--- src/rtl/hnx_pkg.sv ---
`default_nettype none

package hnx_pkg;

    localparam int unsigned TAG_LEN = 13;
    localparam int unsigned TAG_W   = 4;

    localparam logic [7:0] CH_LF    = 8'h0A;
    localparam logic [7:0] CH_CR    = 8'h0D;
    localparam logic [7:0] CH_UNDER = 8'h5F;
    localparam logic [7:0] CH_DASH  = 8'h2D;
    localparam logic [7:0] CH_DOT   = 8'h2E;
    localparam logic [7:0] CH_TAG0  = 8'h48;

    // One result item as it waits in the output register.
    typedef struct packed {
        logic [7:0] name_char;
        logic [4:0] name_length;
        logic       char_valid;
        logic       done_res;
        logic       found;
    } result_t;

    // Characters of the tag "H Craft name:".
    function automatic logic [7:0] tag_char(input logic [TAG_W-1:0] idx);
        logic [7:0] c;
        c = 8'h00;
        case (idx)
            4'd0:    c = 8'h48;
            4'd1:    c = 8'h20;
            4'd2:    c = 8'h43;
            4'd3:    c = 8'h72;
            4'd4:    c = 8'h61;
            4'd5:    c = 8'h66;
            4'd6:    c = 8'h74;
            4'd7:    c = 8'h20;
            4'd8:    c = 8'h6E;
            4'd9:    c = 8'h61;
            4'd10:   c = 8'h6D;
            4'd11:   c = 8'h65;
            4'd12:   c = 8'h3A;
            default: c = 8'h00;
        endcase
        return c;
    endfunction

    function automatic logic [7:0] clean_byte(input logic [7:0] c);
        logic ok;
        ok = (c >= 8'h61 && c <= 8'h7A) || (c >= 8'h41 && c <= 8'h5A) ||
             (c >= 8'h30 && c <= 8'h39) || c == CH_UNDER || c == CH_DASH ||
             c == CH_DOT;
        return ok ? c : CH_UNDER;
    endfunction

endpackage

`default_nettype wire

--- src/rtl/hnx_out_stage.sv ---
`default_nettype none

module hnx_out_stage (
    input  wire logic            clk,
    input  wire logic            rst_n,
    input  wire logic            load,
    input  wire hnx_pkg::result_t load_data,
    output logic                 can_accept,
    output logic                 out_valid,
    input  wire logic            out_ready,
    output hnx_pkg::result_t     out_data
);
    import hnx_pkg::*;

    logic    valid_reg;
    logic    valid_next;
    result_t data_reg;

    // A new item may enter while the held one is being taken.
    assign can_accept = !valid_reg || out_ready;

    always_comb
    begin
        valid_next = valid_reg;
        if (can_accept)
        begin
            valid_next = load;
        end
    end

    always_ff @(posedge clk or negedge rst_n)
    begin
        if (!rst_n)
        begin
            valid_reg <= 1'b0;
        end
        else
        begin
            valid_reg <= valid_next;
        end
    end

    always_ff @(posedge clk)
    begin
        if (can_accept && load)
        begin
            data_reg <= load_data;
        end
    end

    assign out_valid = valid_reg;
    assign out_data  = data_reg;

endmodule

`default_nettype wire

--- src/rtl/header_tag_name_extractor.sv ---
`default_nettype none

// Channel   Dir  tdata                                 tuser                      tlast
// s_axis    in   [7:0] data_byte                       -                          last_in_chunk
// m_axis    out  [7:0] name_char, [12:8] name_length   [0] char_valid, [1] found  done_res
//
// A new item can be accepted every cycle while s_tready is high.
// Results appear in the cycle after the causing item is accepted, from one output register.
// Input is stalled only while a result is held and m_tready is low.
// rst_n clears the search state and the output valid flag at once; no clearing pass.

module header_tag_name_extractor #(
    parameter int unsigned NAME_MAX = 31
) (
    input  wire logic        clk,
    input  wire logic        rst_n,
    input  wire logic        s_tvalid,
    output logic             s_tready,
    input  wire logic [7:0]  s_tdata,   // [7:0] data_byte
    input  wire logic        s_tlast,   // last_in_chunk
    output logic             m_tvalid,
    input  wire logic        m_tready,
    output logic [15:0]      m_tdata,   // [7:0] name_char, [12:8] name_length, zero pad
    output logic [1:0]       m_tuser,   // [0] char_valid, [1] found
    output logic             m_tlast    // done_res
);
    import hnx_pkg::*;

    localparam int unsigned CW = $clog2(NAME_MAX + 1);
    localparam int unsigned LW = CW + 5;

    typedef enum logic [1:0] {
        PH_SEARCH,
        PH_CAPTURE,
        PH_FINISHED
    } phase_t;

    phase_t           phase_reg, phase_next;
    logic [TAG_W-1:0] tag_reg, tag_next;
    logic [CW-1:0]    cnt_reg, cnt_next;

    logic             accept;
    logic             emit;
    result_t          res;
    result_t          out_res;
    logic             stage_ready;
    logic [TAG_W-1:0] tag_adv;
    logic [CW-1:0]    cnt_inc;
    logic [LW-1:0]    cnt_ext;
    logic [LW-1:0]    inc_ext;
    logic             is_eol;
    logic             cap_done;

    assign s_tready = stage_ready;
    assign accept   = s_tvalid && stage_ready;
    assign is_eol   = (s_tdata == CH_LF) || (s_tdata == CH_CR);
    assign cnt_inc  = cnt_reg + 1'b1;
    assign cnt_ext  = LW'(cnt_reg);
    assign inc_ext  = LW'(cnt_inc);
    assign cap_done = (cnt_inc >= CW'(NAME_MAX)) || s_tlast;

    always_comb
    begin
        phase_next = phase_reg;
        tag_next   = tag_reg;
        cnt_next   = cnt_reg;
        emit       = 1'b0;
        res        = '0;
        tag_adv    = '0;

        unique case (phase_reg)
            PH_SEARCH:
            begin
                // On any mismatch, restart from the first tag character (an 'H' counts as its match).
                if (s_tdata == tag_char(tag_reg))
                begin
                    tag_adv = tag_reg + 1'b1;
                end
                else
                begin
                    tag_adv = (s_tdata == CH_TAG0) ? TAG_W'(1) : '0;
                end
                tag_next = tag_adv;
                if (tag_adv == TAG_W'(TAG_LEN))
                begin
                    tag_next = '0;
                    if (!s_tlast)
                    begin
                        phase_next = PH_CAPTURE;
                        cnt_next   = '0;
                    end
                end
                if (s_tlast)
                begin
                    emit         = 1'b1;
                    res.done_res = 1'b1;
                end
            end
            PH_CAPTURE:
            begin
                if (is_eol)
                begin
                    if (cnt_reg == '0)
                    begin
                        // Empty name: go back to searching.
                        phase_next = PH_SEARCH;
                        tag_next   = '0;
                        if (s_tlast)
                        begin
                            emit         = 1'b1;
                            res.done_res = 1'b1;
                        end
                    end
                    else
                    begin
                        emit            = 1'b1;
                        res.done_res    = 1'b1;
                        res.found       = 1'b1;
                        res.name_length = cnt_ext[4:0];
                        phase_next      = PH_FINISHED;
                    end
                end
                else
                begin
                    cnt_next        = cnt_inc;
                    emit            = 1'b1;
                    res.name_char   = clean_byte(s_tdata);
                    res.char_valid  = 1'b1;
                    res.done_res    = cap_done;
                    res.found       = cap_done;
                    res.name_length = inc_ext[4:0];
                    if (cap_done)
                    begin
                        phase_next = PH_FINISHED;
                    end
                end
            end
            default:
            begin
                phase_next = phase_reg;
            end
        endcase

        if (s_tlast)
        begin
            phase_next = PH_SEARCH;
            tag_next   = '0;
            cnt_next   = '0;
        end
    end

    always_ff @(posedge clk or negedge rst_n)
    begin
        if (!rst_n)
        begin
            phase_reg <= PH_SEARCH;
            tag_reg   <= '0;
            cnt_reg   <= '0;
        end
        else if (accept)
        begin
            phase_reg <= phase_next;
            tag_reg   <= tag_next;
            cnt_reg   <= cnt_next;
        end
    end

    hnx_out_stage u_out (
        .clk        (clk),
        .rst_n      (rst_n),
        .load       (accept && emit),
        .load_data  (res),
        .can_accept (stage_ready),
        .out_valid  (m_tvalid),
        .out_ready  (m_tready),
        .out_data   (out_res)
    );

    assign m_tdata = {3'b000, out_res.name_length, out_res.name_char};
    assign m_tuser = {out_res.found, out_res.char_valid};
    assign m_tlast = out_res.done_res;

`ifndef SYNTHESIS
    a_found_needs_done: assert property (@(posedge clk) disable iff (!rst_n)
        m_tvalid && m_tuser[1] |-> m_tlast)
        else $error("found without done");

    a_char_done_found: assert property (@(posedge clk) disable iff (!rst_n)
        m_tvalid && m_tuser[0] && m_tlast |-> m_tuser[1])
        else $error("final name character without found");

    a_chunk_end_resets: assert property (@(posedge clk) disable iff (!rst_n)
        s_tvalid && s_tready && s_tlast |=>
            (phase_reg == PH_SEARCH) && (tag_reg == '0) && (cnt_reg == '0))
        else $error("state not cleared after chunk end");

    a_tag_range: assert property (@(posedge clk) disable iff (!rst_n)
        tag_reg < TAG_W'(TAG_LEN))
        else $error("tag progress out of range");

    a_search_no_count: assert property (@(posedge clk) disable iff (!rst_n)
        phase_reg == PH_CAPTURE |-> tag_reg == '0)
        else $error("tag progress kept during capture");
`endif

endmodule

`default_nettype wire
--- config.mk ---
export PLATFORM = sky130hd
export DESIGN_NAME = header_tag_name_extractor
export DESIGN_NICKNAME = d
export VERILOG_FILES = /design/src/rtl/hnx_pkg.sv /design/src/rtl/hnx_out_stage.sv /design/src/rtl/header_tag_name_extractor.sv
export SDC_FILE = /design/constraint.sdc
export NUM_CORES = 1
export LEC_CHECK = 0
export ABC_AREA = 1
export BUFFER_PORTS_ARGS = -buffer_cell sky130_fd_sc_hd__buf_2
export CELL_PAD_IN_SITES_DETAIL_PLACEMENT = 1
export CELL_PAD_IN_SITES_GLOBAL_PLACEMENT = 2
export CORE_MARGIN = 2
export CORE_UTILIZATION = 30
export CTS_CLUSTER_SIZE = 16
export DETAILED_ROUTE_END_ITERATION = 6
export PLACE_DENSITY_LB_ADDON = 0.1
export SETUP_SLACK_MARGIN = 0.3
export SLEW_MARGIN = 20
export SYNTH_ARGS = -nofsm -noshare
export SYNTH_HDL_FRONTEND = slang
export SYNTH_SLANG_ARGS = --single-unit
export TNS_END_PERCENT = 30
--- constraint.sdc ---
create_clock -name clk -period 2.5 [get_ports clk]
set_input_delay 0.375 -clock clk [delete_from_list [all_inputs] [get_ports clk]]
set_output_delay 0.375 -clock clk [all_outputs]
set_load 0.005 [all_outputs]
==> impl_metrics.ini <==
[status]
status = complete, no violations

[timing]
period_minus_slack_ps = 2139
slew_violations = 0
fin_tns_setup_ps = 0
relSlewSlack_pct = 40.08
setup_viol = 0
fin_crit_sh_pct = 85.57
worstMarginPinSlew_ps = 892.0
clock.fmax_ghz = 0.4675
setup_ws_ps = 360.8
fin_skew_ps = 2.236
rsz0062_at_grt = yes
hold_viol_final = 0

[clock_tree]
cts_buffers = 3
cts_max_level = 1
clockRootBuffer = clkbuf_8
cts_num_sinks = 28
clk_pin_slew_ps = 100
clockBufferDepth = 2
insertion_delay_ps = 280
cts_tree = done

[placement]
placed_area_um2 = 2382
dp_cells = 414
place_ws_ps = 174.6
dpl.hpwl_um = 4646
io_buffers = 30
gp_congestion = 0.7539

[setup_path]
crit_chain = buf_6 -> ha_1 -> nand2_1 -> nand3_2 -> nand3_2 -> nand2_2 -> inv_1 -> nand2_2 -> nor2_4 -> nand3_4 -> nor2_4 -> nand2_4 -> buf_4 -> nand3_1 -> o21ai_1
crit_arrival_ps = 2310
cp-start-kind = flop
cp-end-kind = flop
critPathMaxStageDelay_ps = 450
crit_slowest_cell = dfrtp_2
cp.required_ps = 2670
crit_fanout = 5
critPathKind = reg2reg

[finish]
area_growth_pct = 25.89
drive_gt1_share_pct = 29.17
largest_reg_flops = 16
diodes = 0
layout.cells.non_filler = 432
final_area_um2 = 2665
num-nets-final = 360

[min_path]
hold_path_class = in2reg

[die]
dieArea_um2 = 7745
pin_count = 34
die_h_um = 88.01
die_x_um = 88.01
fp-row-count = 30
coreArea_um2 = 6794
start_util_pct = 31.16

[yosys]
synthTopCellsByArea = edfxtp_1 23%, dfrtp_1 14%, nand2_1 13%, nand3_1 8.5%, inv_1 8.2%
synthesis.area_um2 = 2117
synth_top_cell_area_share_pct = 22.70
netlist_instances = 287
ys_types = 35
yosysWarnings = 0
ys_seq_area_share_pct = 36.88
synth_top_area_cell = edfxtp_1
synth-seq-cells = 28
syn_avg_cell_area_um2 = 7.376

[global_route]
grt_usage_pct = 15.57
grt_pass1_vias = 1878
grt_pass1_wl_um = 9446
antenna_found_initial = 0
grt_max_degree = 17
overflow = 0

[detailed_routing]
antenna_left = 0
drtIter0Drc = 40
wirelength_um = 6018
post_drt_wl_per_cell_um = 13.93
vias = 1980
drc_errors = 0
firstDrtPassIters = 4
viasPerCell = 4.583

[pwr]
power_density_nw_per_um2 = 571.6
leakage_nw = 1.311
irDropWorstVdd_mv = 0.3159

[flow_run]
maxCapViolations = 0
per-stage QoR:
stage | hold slack (ps) | utilization, % | power [mW]
final | 360.7 | 39.23 | 1.523
after global routing | 404.2 | 39.23 | 1.655
after CTS | 363.5 | 35.93 | 1.517
after detailed placement | 268.9 | 35.06 | 1.255
after global placement | 269.7 | 35.06 | 1.242
after floorplan | 79.41 | - | 1.028
cells in the mapped netlist:
cell	count
nand2_4	2
o21ai_4	1
nand3_4	1
buf_6	1
o21ai_2	1
xor2_1	4
nor2_2	2
edfxtp_1	16
nor2_1	24
ha_1	10
nor2_4	2
o2111ai_1	1
o22ai_1	1
nand2_2	2
nor3_1	3
o32ai_1	1
nand3_2	5
o211ai_1	1
conb_1	1
a32oi_1	1
a31oi_1	2
clkinv_1	1
inv_2	5
a21oi_1	9
o21ai_1	3
buf_2	1
buf_4	4
nand3_1	36
nand2_1	72
nand4_1	3
o21ai_0	11
nand2_8	1
dfrtp_1	12
nor4_1	1
inv_1	46
worst max-delay path, delay by kind of cell (launching register included):
kind	cells	cell delay [ps]
DFF	1	450
AOI/OAI and AO/OA	1	60
and+or+nand+nor	10	990
adders and majority gates	1	190
buffers and inverters	3	350
area by class of cell:
cell class,count,area [um2]
inverters,52,202.7
well taps,96,120.1
flip-flops and latches,28,784.5
clock buffers,3,41.29
fillers,865,4129
clock inverters,1,3.754
multi-input cells,205,1225
repair buffers,47,287.8
where the power goes:
group,switching [mW],internal (mW),leakage [nW]
registers,0.0582,0.628,0.313
logic,0.380,0.202,0.975
clock network,0.145,0.110,0.0231
total,0.583,0.941,1.31
final timing paths:
kind	startpoint	to	slack (ps)	cells past startpoint
worst max-delay path	tag_reg[0]$_DFFE_PN0P_	tag_reg[2]$_DFFE_PN0P_	360	15
worst min-delay path	m_tready	u_out.out_valid$_DFFE_PN0N_	360	4
worst max register to register	tag_reg[0]$_DFFE_PN0P_	tag_reg[2]$_DFFE_PN0P_	360	15
worst min register to register	cnt_reg[4]$_DFFE_PN0P_	cnt_reg[4]$_DFFE_PN0P_	500	2
max in group asynchronous	rst_n	tag_reg[0]$_DFFE_PN0P_	1780	2
min in group asynchronous	rst_n	cnt_reg[3]$_DFFE_PN0P_	490	2
logic make-up after synthesis:
family | share of synthesized area (%)
other | 0.1771
XOR/XNOR | 1.655
AO/OA/AOI/OAI | 9.102
flip-flops | 36.88
adder cells (fa/ha/maj) | 5.910
AND/OR/NAND/NOR | 34.87
buffers and inverters | 11.41
per-layer routing:
layer | vias to the layer above | global-route usage, % | part of all wire (%)
li1 | 1021 | - | -
met1 | 930 | 21.88 | 48
met2 | 27 | 26.03 | 48
met3 | 2 | 2.262 | 2.8
met4 | 0 | 2.098 | 0.47
met5 | - | 0 | 0
cell usage in the layout (no fill, tap or decap), types with 2 or more instances in the layout:
cell type | netlist | final
nand2_8 | 1 | 2
nor2_4 | 2 | 4
clkinv_1 | 1 | 2
nand3_2 | 5 | 10
ha_4 | 0 | 2
dfrtp_2 | 0 | 3
nor3_1 | 3 | 3
nand2_1 | 72 | 65
nand3_4 | 1 | 2
inv_1 | 46 | 41
dfrtp_1 | 12 | 9
nand3_1 | 36 | 30
o21ai_1 | 3 | 3
buf_4 | 4 | 14
clkbuf_8 | 0 | 3
ha_1 | 10 | 7
buf_2 | 1 | 30
conb_1 | 1 | 4
nand4_1 | 3 | 3
buf_6 | 1 | 2
xor2_1 | 4 | 4
inv_2 | 5 | 8
a21oi_1 | 9 | 8
nor2_1 | 24 | 23
nand2_2 | 2 | 9
edfxtp_1 | 16 | 16
o21ai_0 | 11 | 11
nand2_4 | 2 | 2
a31oi_1 | 2 | 2
repair_timing:
action / in CTS / in global routing
gates cloned: 0 / 1
pin swaps: 0 / 15
endpoints found under the setup margin: 7 / 26
hold buffers: 1 / 0
setup buffers: 0 / 12
resized for setup: 5 / 32
hold endpoints to repair: 12 / 0
Note: power is estimated with default switching activity, not from simulation.
